===== config.mk =====
export PLATFORM = sky130hd
export DESIGN_NAME = first_fit_segment_allocator_flat
export DESIGN_NICKNAME = d
export VERILOG_FILES = /design/src/rtl/ffsa_pkg.sv /design/src/rtl/ffsa_if.sv /design/src/rtl/ffsa_ram.sv /design/src/rtl/first_fit_segment_allocator.sv /design/src/flat_wrapper.sv
export SDC_FILE = /design/constraint.sdc
export NUM_CORES = 2
export LEC_CHECK = 0
export ABC_AREA = 1
export BUFFER_PORTS_ARGS = -buffer_cell sky130_fd_sc_hd__buf_4
export CAP_MARGIN = 0
export CELL_PAD_IN_SITES_DETAIL_PLACEMENT = 1
export CELL_PAD_IN_SITES_GLOBAL_PLACEMENT = 1
export CORE_MARGIN = 2
export CORE_UTILIZATION = 50
export DETAILED_ROUTE_END_ITERATION = 8
export PLACE_DENSITY = 0.79
export SETUP_SLACK_MARGIN = 0.4
export SLEW_MARGIN = 10
export SYNTH_ARGS = -nofsm -noshare
export SYNTH_HDL_FRONTEND = slang
export SYNTH_SLANG_ARGS = --single-unit

===== constraint.sdc =====
create_clock -name clk -period 21.7 [get_ports clk]
set_input_delay 2.17 -clock clk [delete_from_list [all_inputs] [get_ports clk]]
set_output_delay 2.17 -clock clk [all_outputs]
set_load 0.05 [all_outputs]

===== src/rtl/ffsa_pkg.sv =====
// shared constants for the first-fit segment allocator
package ffsa_pkg;
	localparam int POOL_BYTES_DEF   = 1024;
	localparam int MAX_SEGMENTS_DEF = 64;
	localparam logic [31:0] BASE_RESET   = 32'h0020_0000;
	localparam logic [7:0]  HEADER_RESET = 8'd24;

	localparam logic [0:0] OP_ALLOC   = 1'b0;
	localparam logic [0:0] OP_RELEASE = 1'b1;

	localparam logic [1:0] ST_OK      = 2'd0;
	localparam logic [1:0] ST_NOMEM   = 2'd1;
	localparam logic [1:0] ST_NOMATCH = 2'd2;

	localparam int CFG_BASE   = 0;
	localparam int CFG_HEADER = 1;
endpackage


===== src/rtl/ffsa_if.sv =====
// valid/ready channel interfaces for requests, results and configuration
interface ffsa_req_if;
	logic        valid;
	logic        ready;
	logic [0:0]  operation;
	logic [15:0] request_size;
	logic [31:0] release_address;
	modport source (output valid, operation, request_size, release_address, input ready);
	modport sink (input valid, operation, request_size, release_address, output ready);
endinterface

interface ffsa_rsp_if;
	logic        valid;
	logic        ready;
	logic [31:0] granted_address;
	logic [1:0]  status;
	modport source (output valid, granted_address, status, input ready);
	modport sink (input valid, granted_address, status, output ready);
endinterface

interface ffsa_cfg_if;
	logic        valid;
	logic        ready;
	logic [31:0] index;
	logic [31:0] data;
	modport source (output valid, index, data, input ready);
	modport sink (input valid, index, data, output ready);
endinterface


===== src/rtl/ffsa_ram.sv =====
// generic ram with one write port and one registered read port
module ffsa_ram #(
	parameter int WIDTH = 8,
	parameter int DEPTH = 64
) (
	input  logic                     clk,
	input  logic                     we,
	input  logic [$clog2(DEPTH)-1:0] waddr,
	input  logic [WIDTH-1:0]         wdata,
	input  logic [$clog2(DEPTH)-1:0] raddr,
	output logic [WIDTH-1:0]         rdata
);
	logic [WIDTH-1:0] mem [DEPTH];

	// write and registered read
	always_ff @(posedge clk) begin
		if (we) begin
			mem[waddr] <= wdata;
		end
		rdata <= mem[raddr];
	end
endmodule


===== src/rtl/first_fit_segment_allocator.sv =====
// Top level: first-fit segment allocator with split and coalesce.
// Channels: req (operation, request_size, release_address), rsp
// (granted_address, status), cfg (index 0 base_address, 1 header_bytes).
// Segment records (offset, size, next, free) lie in one ram with one
// write port and one registered read port. An allocate walks up to
// MAX_SEGMENTS entries; a split adds a free-slot search over up to
// MAX_SEGMENTS slots and the writes in SWR and CWR. A release walks to
// the match and then runs a merge walk from the head, each step going
// through MRD, MNX and MCHK. A release of address zero is answered
// straight from IDLE.
// One request is worked on at a time; the result sits in an output
// register, and a stalled receiver only holds it there while the block
// waits to take the next request after the beat leaves.
// Reset and any config write restore one free segment. Used and
// has-next bits sit in flip-flops, so no ram clearing pass is needed.
// Config writes are taken only when the block is idle and no result is pending.
module first_fit_segment_allocator #(
	parameter int POOL_BYTES   = ffsa_pkg::POOL_BYTES_DEF,
	parameter int MAX_SEGMENTS = ffsa_pkg::MAX_SEGMENTS_DEF
) (
	input logic        clk,
	input logic        arst_n,
	ffsa_req_if.sink   req,
	ffsa_rsp_if.source rsp,
	ffsa_cfg_if.sink   cfg
);
	localparam int IW = $clog2(MAX_SEGMENTS);
	localparam int CW = $clog2(MAX_SEGMENTS + 1);
	localparam int SW = $clog2(2 * MAX_SEGMENTS + 1);
	localparam int RW = 16 + 16 + IW + 1;

	typedef enum logic [3:0] {
		IDLE, CWR, ACHK, SRCH, SWR, RRD, RCHK, MRD, MNX, MCHK, DONE
	} state_t;

	typedef struct packed {
		logic [15:0]   off;
		logic [15:0]   size;
		logic [IW-1:0] nxt;
		logic          free;
	} rec_t;

	state_t          state_q;
	logic [31:0]     base_q;
	logic [7:0]      hdr_q;
	logic [MAX_SEGMENTS-1:0] used_q, hasn_q;
	logic [CW-1:0]   count_q;
	logic [IW-1:0]   cur_q, new_q;
	logic [SW-1:0]   steps_q;
	logic [15:0]     req_q;
	logic [31:0]     addr_q;
	rec_t            cur_rec_q;
	logic            out_v_q;
	logic [31:0]     out_a_q;
	logic [1:0]      out_s_q;

	logic            we;
	logic [IW-1:0]   waddr, raddr;
	rec_t            wrec, rrec;
	logic [RW-1:0]   rdata;

	assign rrec = rec_t'(rdata);

	ffsa_ram #(.WIDTH(RW), .DEPTH(MAX_SEGMENTS)) u_ram (
		.clk(clk), .we(we), .waddr(waddr), .wdata(RW'(wrec)),
		.raddr(raddr), .rdata(rdata)
	);

	logic [15:0] h16;
	logic [7:0]  hdr_new;
	logic [15:0] h16_new;
	logic [31:0] paddr;
	logic [16:0] split_lim;
	logic [16:0] pool_sz;
	assign h16 = (hdr_q == 8'd0) ? 16'd1 : {8'd0, hdr_q};
	// header in force once the pending config beat lands
	assign hdr_new = (arst_n && cfg.valid && cfg.index == 32'(ffsa_pkg::CFG_HEADER)) ?
		cfg.data[7:0] : hdr_q;
	assign h16_new = (hdr_new == 8'd0) ? 16'd1 : {8'd0, hdr_new};
	assign paddr = base_q + {16'd0, rrec.off} + {16'd0, h16};
	assign split_lim = {1'b0, req_q} + {1'b0, h16};
	assign pool_sz = (32'(h16_new) >= 32'(POOL_BYTES)) ? 17'd0 :
		17'(POOL_BYTES) - {1'b0, h16_new};

	assign req.ready = (state_q == IDLE) && !out_v_q && !cfg.valid;
	assign cfg.ready = (state_q == IDLE) && !out_v_q;
	assign rsp.valid = out_v_q;
	assign rsp.granted_address = out_a_q;
	assign rsp.status = out_s_q;

	// ram port control
	always_comb begin
		we = 1'b0;
		waddr = cur_q;
		wrec = cur_rec_q;
		raddr = cur_q;
		case (state_q)
			IDLE: begin
				if ((cfg.valid && cfg.ready) || !arst_n) begin
					we = 1'b1;
					waddr = '0;
					wrec = '{off: 16'd0, size: pool_sz[15:0], nxt: '0, free: 1'b1};
				end
				raddr = '0;
			end
			ACHK: begin
				if (used_q[cur_q] && rrec.free && rrec.size >= req_q) begin
					if (!({1'b0, rrec.size} > split_lim && 32'(count_q) < 32'(MAX_SEGMENTS))) begin
						we = 1'b1;
						wrec = rrec;
						wrec.free = 1'b0;
					end
				end
				raddr = rrec.nxt;
			end
			SWR: begin
				we = 1'b1;
				waddr = new_q;
				wrec = '{off: cur_rec_q.off + h16 + req_q,
					size: cur_rec_q.size - req_q - h16,
					nxt: cur_rec_q.nxt, free: 1'b1};
			end
			CWR: begin
				we = 1'b1;
			end
			RCHK: begin
				if (used_q[cur_q] && paddr == addr_q) begin
					we = 1'b1;
					wrec = rrec;
					wrec.free = 1'b1;
				end
				raddr = rrec.nxt;
			end
			MRD: raddr = cur_q;
			MNX: raddr = rrec.nxt;
			MCHK: begin
				raddr = cur_q;
				if (cur_rec_q.free && rrec.free) begin
					we = 1'b1;
					wrec = cur_rec_q;
					wrec.size = cur_rec_q.size + rrec.size + h16;
					wrec.nxt = rrec.nxt;
				end
			end
			default: ;
		endcase
	end

	// sequencer, pool state and result register
	always_ff @(posedge clk or negedge arst_n) begin
		if (!arst_n) begin
			state_q <= IDLE;
			base_q <= ffsa_pkg::BASE_RESET;
			hdr_q <= ffsa_pkg::HEADER_RESET;
			used_q <= MAX_SEGMENTS'(1);
			hasn_q <= '0;
			count_q <= CW'(1);
			out_v_q <= 1'b0;
			out_a_q <= '0;
			out_s_q <= '0;
			req_q <= '0;
			addr_q <= '0;
			cur_rec_q <= '0;
			cur_q <= '0;
			new_q <= '0;
			steps_q <= '0;
		end else begin
			if (rsp.valid && rsp.ready) begin
				out_v_q <= 1'b0;
			end
			case (state_q)
				IDLE: begin
					if (cfg.valid && cfg.ready) begin
						if (cfg.index == 32'(ffsa_pkg::CFG_BASE)) base_q <= cfg.data;
						else if (cfg.index == 32'(ffsa_pkg::CFG_HEADER)) hdr_q <= cfg.data[7:0];
						used_q <= MAX_SEGMENTS'(1);
						hasn_q <= '0;
						count_q <= CW'(1);
					end else if (req.valid && req.ready) begin
						req_q <= req.request_size;
						addr_q <= req.release_address;
						cur_q <= '0;
						steps_q <= '0;
						if (req.operation == ffsa_pkg::OP_ALLOC) begin
							state_q <= ACHK;
						end else if (req.release_address == 32'd0) begin
							out_a_q <= 32'd0;
							out_s_q <= ffsa_pkg::ST_OK;
							out_v_q <= 1'b1;
						end else begin
							state_q <= RCHK;
						end
					end
				end
				ACHK: begin
					cur_rec_q <= rrec;
					if (used_q[cur_q] && rrec.free && rrec.size >= req_q) begin
						out_a_q <= paddr;
						out_s_q <= ffsa_pkg::ST_OK;
						if ({1'b0, rrec.size} > split_lim && 32'(count_q) < 32'(MAX_SEGMENTS)) begin
							new_q <= '0;
							state_q <= SRCH;
						end else begin
							state_q <= DONE;
						end
					end else if (!hasn_q[cur_q] || 32'(steps_q) == 32'(MAX_SEGMENTS - 1)) begin
						out_a_q <= 32'd0;
						out_s_q <= ffsa_pkg::ST_NOMEM;
						state_q <= DONE;
					end else begin
						cur_q <= rrec.nxt;
						steps_q <= steps_q + SW'(1);
					end
				end
				SRCH: begin
					if (!used_q[new_q]) state_q <= SWR;
					else new_q <= new_q + IW'(1);
				end
				SWR: begin
					used_q[new_q] <= 1'b1;
					hasn_q[new_q] <= hasn_q[cur_q];
					hasn_q[cur_q] <= 1'b1;
					count_q <= count_q + CW'(1);
					cur_rec_q.nxt <= new_q;
					cur_rec_q.size <= req_q;
					cur_rec_q.free <= 1'b0;
					state_q <= CWR;
				end
				// write back the shortened granted segment
				CWR: state_q <= DONE;
				RRD: state_q <= RCHK;
				RCHK: begin
					if (used_q[cur_q] && paddr == addr_q) begin
						out_a_q <= 32'd0;
						out_s_q <= ffsa_pkg::ST_OK;
						cur_q <= '0;
						steps_q <= '0;
						state_q <= MRD;
					end else if (!hasn_q[cur_q] || 32'(steps_q) == 32'(MAX_SEGMENTS - 1)) begin
						out_a_q <= 32'd0;
						out_s_q <= ffsa_pkg::ST_NOMATCH;
						state_q <= DONE;
					end else begin
						cur_q <= rrec.nxt;
						steps_q <= steps_q + SW'(1);
					end
				end
				MRD: state_q <= MNX;
				MNX: begin
					cur_rec_q <= rrec;
					if (!hasn_q[cur_q] || 32'(steps_q) >= 32'(2 * MAX_SEGMENTS)) begin
						state_q <= DONE;
					end else begin
						new_q <= rrec.nxt;
						state_q <= MCHK;
					end
				end
				MCHK: begin
					steps_q <= steps_q + SW'(1);
					if (cur_rec_q.free && rrec.free) begin
						hasn_q[cur_q] <= hasn_q[new_q];
						used_q[new_q] <= 1'b0;
						hasn_q[new_q] <= 1'b0;
						if (count_q != '0) count_q <= count_q - CW'(1);
					end else begin
						cur_q <= new_q;
					end
					state_q <= MRD;
				end
				DONE: begin
					out_v_q <= 1'b1;
					state_q <= IDLE;
				end
				default: state_q <= IDLE;
			endcase
		end
	end

`ifndef SYNTHESIS
	// a result is never overwritten while it waits
	a_hold: assert property (@(posedge clk) disable iff (!arst_n)
		rsp.valid && !rsp.ready |=> rsp.valid && $stable(rsp.granted_address))
		else $error("result changed while stalled");
	// no request taken while a result is pending
	a_one: assert property (@(posedge clk) disable iff (!arst_n)
		rsp.valid |-> !req.ready)
		else $error("request accepted with result pending");
	// head segment always live
	a_head: assert property (@(posedge clk) disable iff (!arst_n)
		used_q[0] && count_q != '0)
		else $error("head segment lost");
`endif
endmodule


===== src/flat_wrapper.sv =====
// flat-port wrapper written by rule: the top's interface ports become plain ports
module first_fit_segment_allocator_flat 
#(
	parameter int POOL_BYTES   = ffsa_pkg::POOL_BYTES_DEF,
	parameter int MAX_SEGMENTS = ffsa_pkg::MAX_SEGMENTS_DEF
)
  (clk, arst_n, req_valid, req_operation, req_request_size, req_release_address, req_ready, rsp_valid, rsp_granted_address, rsp_status, rsp_ready, cfg_valid, cfg_index, cfg_data, cfg_ready);
  ffsa_req_if req_i ();
  ffsa_rsp_if rsp_i ();
  ffsa_cfg_if cfg_i ();
  input logic clk;
  input logic arst_n;
  input wire logic [$bits(req_i.valid)-1:0] req_valid;
  input wire logic [$bits(req_i.operation)-1:0] req_operation;
  input wire logic [$bits(req_i.request_size)-1:0] req_request_size;
  input wire logic [$bits(req_i.release_address)-1:0] req_release_address;
  output wire logic [$bits(req_i.ready)-1:0] req_ready;
  output wire logic [$bits(rsp_i.valid)-1:0] rsp_valid;
  output wire logic [$bits(rsp_i.granted_address)-1:0] rsp_granted_address;
  output wire logic [$bits(rsp_i.status)-1:0] rsp_status;
  input wire logic [$bits(rsp_i.ready)-1:0] rsp_ready;
  input wire logic [$bits(cfg_i.valid)-1:0] cfg_valid;
  input wire logic [$bits(cfg_i.index)-1:0] cfg_index;
  input wire logic [$bits(cfg_i.data)-1:0] cfg_data;
  output wire logic [$bits(cfg_i.ready)-1:0] cfg_ready;
  assign req_i.valid = req_valid;
  assign req_i.operation = req_operation;
  assign req_i.request_size = req_request_size;
  assign req_i.release_address = req_release_address;
  assign req_ready = req_i.ready;
  assign rsp_valid = rsp_i.valid;
  assign rsp_granted_address = rsp_i.granted_address;
  assign rsp_status = rsp_i.status;
  assign rsp_i.ready = rsp_ready;
  assign cfg_i.valid = cfg_valid;
  assign cfg_i.index = cfg_index;
  assign cfg_i.data = cfg_data;
  assign cfg_ready = cfg_i.ready;
  first_fit_segment_allocator #(.POOL_BYTES(POOL_BYTES), .MAX_SEGMENTS(MAX_SEGMENTS)) u_core (.clk(clk), .arst_n(arst_n), .req(req_i), .rsp(rsp_i), .cfg(cfg_i));
endmodule

Word-level counts from Yosys, hierarchy flattened
Memory sizes are Yosys's and may differ from the RTL's. A register that Yosys moved wholly into a read port is not among the register bits.
Index checks and enable logic that the tools add are counted.
Widths: inputs -> output; s select.

word-level totals
  register bits = 321
  RAM bits = 2496
  output and inout port bits = 37
  word-level logic and storage cells = 223
  memories = 1

operators by class
  add/subtract/negate cells = 14
  order comparisons = 9
  eq/ne operators = 30
  multiplexer cells = 98
  bitwise logic cells = 7
  reductions and logical operators = 46

memories
  memory            depth  width  read ports  clocked after memory_dff  wr ports  line            source
  u_core.u_ram.mem  64     39     1           1                         1         ffsa_ram.sv:13  logic [WIDTH-1:0] mem [DEPTH];

operators with widths
  cell                 number
  $pmux 64 s3          2
  $mux 64              4
  $mux 32              7
  $pmux 39 s5          1
  $mux 39              4
  $and 64x64->64       2
  $bwmux 64            2
  $or 64x64->64        2
  $pmux 32 s3          1
  $mux 6               11
  $add 32x16->32       2
  $logic_not 32->1     2
  $mux 8               8
  $not 64->64          1
  $add 16x16->16       3
  $pmux 23 s2          1
  $pmux 4 s10          1
  $mux 4               9
  $eq 32x1->1 const B  1
  $eq 32x32->1         1
  $pmux 8 s4           1
  $sub 16x16->16       2
  $bmux 1 s6           4
  $pmux 6 s2           2
  other kinds (51)     130

Depth between registers and ports, before layout
  word-level depth = 10
  depth in mapped cells = 33

Hierarchy
From an unflattened synthesis, not the netlist that was laid out.

unflattened totals
  cell total of the unflattened synthesis = 12552
  area total of the unflattened synthesis = 129346.6 sq um

by module, submodules not included
  module                       instances  cells each  area an instance (sq um)  seq. area each (sq um)
  ffsa_ram                     1          8251        101114.5                  75732.6
  first_fit_segment_allocator  1          4301        28232.1                   8039.0

Least setup slack after synthesis
No wires, ideal clock.

  path type = register -> register
  from = register u_core.hdr_q[3]
  to = memory u_core.u_ram.mem[0][16] in the netlist's numbering (data pin)
  library setup time = 702 ps
  data arrival time = 6249 ps
  required time = 20998 ps
  setup slack = 14749 ps
  stages on the path, launching flop included = 28
  cells stage by stage = dfstp_2 inv_1 nand4_1 nor4_1 nor2_1 inv_1 ha_1 fa_1 a21oi_1 o21ai_0 xor2_1 ha_1 nand2_1 inv_1 nand3_1 nor3_1 nand2_1 nand2_1 nand2_1 nand2_1 nand2_1 nand2_1 nand2_1 nand2_1 nand2_2 nand2_2 nor2_2 o21ai_0

between the ends
  longest elaborated chain between the ends = 8

ends and longest elaborated chain
  what                              line                                source
  start: declaration                first_fit_segment_allocator.sv:45   logic [7:0] hdr_q;
  start signal: assignment          first_fit_segment_allocator.sv:154  hdr_q <= ffsa_pkg::HEADER_RESET;
  start signal: assignment          first_fit_segment_allocator.sv:175  else if (cfg.index == 32'(ffsa_pkg::CFG_HEADER)) hdr_q <= cfg.data[7:0];
  $logic_not 8->1                   first_fit_segment_allocator.sv:75   assign h16 = (hdr_q == 8'd0) ? 16'd1 : {8'd0, hdr_q};
  $mux 8                            first_fit_segment_allocator.sv:75
  $add 16x16->17                    first_fit_segment_allocator.sv:81   assign split_lim = {1'b0, req_q} + {1'b0, h16};
  $gt 16x17->1                      first_fit_segment_allocator.sv:108  if (!({1'b0, rrec.size} > split_lim && 32'(count_q) < 32'(MAX_SEGMENTS))) begin
  $logic_and 1x1->1                 first_fit_segment_allocator.sv:108
  $mux 39                           first_fit_segment_allocator.sv:108
  $mux 39                           first_fit_segment_allocator.sv:107  if (used_q[cur_q] && rrec.free && rrec.size >= req_q) begin
  $pmux 39 s5 (*)                   first_fit_segment_allocator.sv:97   case (state_q)
  named net u_core.u_ram.wdata[16]  ffsa_ram.sv:9                       input logic [WIDTH-1:0] wdata,
  end: declaration                  ffsa_ram.sv:13

Mark *: on every way through the listed nets, which the timed path passes. The rest lies on a longest branch.

Final worst setup path
  from = register u_core.hdr_q[5]
  to = memory u_core.u_ram.mem[11][27] in the netlist's numbering, enable pin

between the ends
  longest elaborated chain between the ends = 10

ends and longest elaborated chain
  what                              line                                source
  $logic_not 8->1                   first_fit_segment_allocator.sv:75
  $mux 8 (*)                        first_fit_segment_allocator.sv:75
  $add 16x16->17                    first_fit_segment_allocator.sv:81
  $gt 16x17->1                      first_fit_segment_allocator.sv:108
  $logic_and 1x1->1                 first_fit_segment_allocator.sv:108
  $mux 1                            first_fit_segment_allocator.sv:108
  $mux 1                            first_fit_segment_allocator.sv:107
  $pmux 1 s5 (*)                    first_fit_segment_allocator.sv:97
  $mux 1 (*)                        ffsa_ram.sv:17                      if (we) begin
  $mux 1 (implied by the code) (*)  ffsa_ram.sv:18                      mem[waddr] <= wdata;

Every way passes the cells marked *; elsewhere a longest branch is shown, timed or not.

==> flow_summary.toml <==
[drt]
drtPass1Iterations = 8
wl_met2_um = 211000
drcViolationCount = 0
wl_met3_um = 40700
vias = 96700
antenna_left = 0
wl_met1_um = 168000
drt_wl_total_um = 439000
viasPerCell = 6.50
drtIter0Drc = 12539
routed.top_layer = "met5"
wl_per_cell_um = 29.5

[global_route]
grt_max_degree = 191
grt_first_pass_wirelength_um = 650000
grt_usage = 0.337
grt_pass1_vias = 100906
grt-ovfl-total = 0
antenna_found_initial = 16

[clock_tree]
cts.sinks = 2856
cts_tree = "built"
cts.clk_slew.worst_paths_ns = 0.06
cts_resized = 0
cts_buffers = 317
cts-root-buf = "clkbuf_16"
clk_path_buf_depth = 4
clk_latency_ns = 0.98
htreeDepth = 5
ctsHoldBuffers = 0
post_cts_buffers = 0

[hold_path]
holdPathEnd = "u_core.used_q[0]$_DFFE_PN1P_"
whs_path_depth = 2
worstHoldPathType = "reg -> reg"
min_from = "u_core.used_q[0]$_DFFE_PN1P_"

[synth]
yosys.area_share.simple = 0.115
synth_top_area_frac = 0.597
synth_cells = 11332
seq_area_frac_synth = 0.667
synth-xor-area-share = 0.00343
synth-seq-cells = 2856
synth_area_um2 = 126000
synth_area_leaders = "edfxtp_1, o21ai_0, dfrtp_1, nor2_1, nand2_1"
synth_common_cells = "edfxtp_1, nor2_1, o21ai_0, nand2_1, inv_1"
synth_top_family_by_area = "compound AO/OA/AOI/OAI gates"
ys.flop_type = "edfxtp_1"
yosys.cell_types.count = 66
synth_compound_area_frac = 0.150
async_reset_ff_frac = 0.112
synth.most_common_cell = "edfxtp_1"
synth_fp_nets = 11633
synth-warning-count = 0
synth-edff-count = 2496
synthAdderAreaFrac = 0.0204
muxShareOfSynthArea = 0.00135
synth.avg_cell_area_um2 = 11.1
synth_largest_area_cell = "edfxtp_1"

[worst_setup_path]
setup.worst_path.class = "reg -> reg"
max_stage_delay_ns = 0.61
crit_slowest_cell = "nor2_4"
setup.worst_path.start_class = "register"
cp-end-kind = "register"
cp_max_fo = 35
cp_common_cell = "nand2_1"
critPathTopFamily = "simple AND/OR/NAND/NOR gates"
r2r_end = "u_core.u_ram.mem[11][27]$_DFFE_PP_"
cp_num_buf_inv = 6
r2r_start = "u_core.hdr_q[5]$_DFFE_PN0P_"
r2r_cells = 31
critical_path_arrival_ns = 7.97
r2r_slack_ns = 14.30
crit_required_ns = 22.27

[sta]
finalClockSkew_ns = 0.102
fin_crit_sh = 0.341
worst_slew_pin_slew_ns = 1.34
hold_viol = 0
rsz0062_at_grt = "false"
maxSlewHeadroom = 0.110
final_max_slew_viol_count = 0
setup_tns_ns = 0
fmax_mhz = 135
fin_crit_ns = 7.40
holdWs_ns = 0.486
setup_violations = 0

[power_and_ir_drop]
p_per_area_nw_per_um2 = 79.8
leakage_nw = 42.4
ir_drop_mv = 0.106

[floorplan]
initial_core_util = 0.504
pin_count = 155
core_um2 = 249000
die_area_um2 = 255000
die_h_um = 505
rows = 183
die_w_um = 505

[placed_design]
routabilityCongestion = 0.935
port_buffers = 154
place_hpwl_um = 257000

[cells_and_area]
fillCellCount = 25810
layout-drive-gt1-share = 0.0848
nNetsFinal = 11605
syn_to_final_growth_pct = 11.5

[flow_run]
maxCapViolCount = 0

[outcome]
status = "complete, no violations"
[layer usage]
| metal | up-vias | track usage |
|---|---|---|
| met5 | - | 0 |
| met4 | 10 | 0.148 |
| met3 | 1192 | 0.0668 |
| met2 | 5435 | 0.549 |
| met1 | 49140 | 0.438 |
| li1 | 40923 | - |
[cell type report]
class / instances / area (um^2) / share of cell area
Clock inverter: 143 / 1230 / 0.00881
Tap cell: 3330 / 4170 / 0.0298
Timing Repair Buffer: 349 / 2790 / 0.0199
Antenna cell: 8 / 20.0 / 0.000143
Inverter: 646 / 2460 / 0.0176
Sequential cell: 2856 / 83800 / 0.599
Clock buffer: 408 / 8470 / 0.0605
Multi-Input combinational cell: 7134 / 37000 / 0.265
[worst max path at each step]
stage | from | to | slack [ns] | cells after the start
2_1_floorplan | u_core.hdr_q[3]$_DFFE_PN1P_ | u_core.u_ram.mem[0][16]$_DFFE_PP_ | 14.75 | 27
3_3_place_gp | u_core.hdr_q[1]$_DFFE_PN0P_ | u_core.u_ram.mem[6][30]$_DFFE_PP_ | 14.35 | 30
3_5_place_dp | u_core.hdr_q[5]$_DFFE_PN0P_ | u_core.u_ram.mem[6][34]$_DFFE_PP_ | 14.26 | 30
4_1_cts | u_core.hdr_q[5]$_DFFE_PN0P_ | u_core.u_ram.mem[6][33]$_DFFE_PP_ | 14.22 | 30
5_1_grt | u_core.hdr_q[1]$_DFFE_PN0P_ | u_core.u_ram.mem[11][3]$_DFFE_PP_ | 13.82 | 31
6_report | u_core.hdr_q[5]$_DFFE_PN0P_ | u_core.u_ram.mem[11][27]$_DFFE_PP_ | 14.30 | 31
[state kept, by name, indices dropped and copies added (netlist names), 6 cells and up]
register and cells:
u_core.addr_q 32, u_core.base_q 32, u_core.count_q 7, u_core.cur_q 6
u_core.cur_rec_q 39, u_core.hasn_q 64, u_core.hdr_q 8, u_core.new_q 6
u_core.req_q 16, u_core.rsp.granted_address 32, u_core.steps_q 8, u_core.u_ram.mem 2496
u_core.u_ram.rdata 39, u_core.used_q 64
[report_power, final]
part,internal (W),switching (W)
combinational,0.0000354,0.0000550
clock,0.00297,0.00220
sequential,0.00589,0.00000678
total,0.00890,0.00226
[worst register-to-register path: cells and delay by family, from the launching register on]
kind | cells | cell delay (ns)
adders and majority gates | 3 | 1.05
buffers and inverters | 6 | 1.14
and+or+nand+nor | 22 | 4.32
DFF | 1 | 0.50
[per-stage QoR]
step | util | area (um^2) | power [W] | cells | setup WS [ns]
global placement | 0.523 | 130000 | 0.00610 | 14314 | 14.35
floorplan | - | 126000 | 0.00605 | 11332 | 14.75
CTS | 0.562 | 140000 | 0.0112 | 14865 | 14.22
global route | 0.562 | 140000 | 0.0114 | 14869 | 13.82
finish | 0.562 | 140000 | 0.0112 | 14874 | 14.30
detailed placement | 0.523 | 130000 | 0.00611 | 14314 | 14.26
[logic make-up after synthesis]
group                    count (synthesis)
AO/OA/AOI/OAI                         3292
XOR/XNOR                                46
adder cells (fa/ha/maj)                183
buffers and inverters                 1342
flip-flops                            2856
multiplexers                            15
AND/OR/NAND/NOR                       3598
[cell usage in the layout (no fill, tap or decap), drive strengths merged, types with 6 or more instances in the layout]
| cell type | synthesis | layout |
|---|---|---|
| xor2 | 31 | 31 |
| o21ai | 1906 | 1906 |
| mux2 | 15 | 15 |
| o221ai | 209 | 209 |
| nor3 | 35 | 35 |
| clkinv | 7 | 116 |
| or2 | 19 | 19 |
| a31oi | 59 | 59 |
| nor2 | 1961 | 1961 |
| clkinvlp | 0 | 12 |
| edfxtp | 2496 | 2496 |
| a22oi | 84 | 84 |
| clkbuf | 513 | 408 |
| inv | 639 | 642 |
| ha | 146 | 146 |
| dfxtp | 39 | 39 |
| nand2 | 1094 | 1094 |
| a21oi | 248 | 248 |
| o22ai | 617 | 617 |
| nand4 | 35 | 35 |
| o211ai | 111 | 111 |
| nor4 | 10 | 10 |
| nand3b | 18 | 18 |
| o2111ai | 12 | 12 |
| xnor2 | 13 | 13 |
| fa | 37 | 37 |
| a21o | 6 | 6 |
| dfrtp | 316 | 316 |
| buf | 183 | 349 |
| o41ai | 7 | 7 |
| o31ai | 6 | 6 |
| diode | 0 | 8 |
| bufinv | 0 | 19 |
| nand3 | 422 | 422 |
| a221oi | 7 | 7 |
Power figures use the tool's default switching activity.
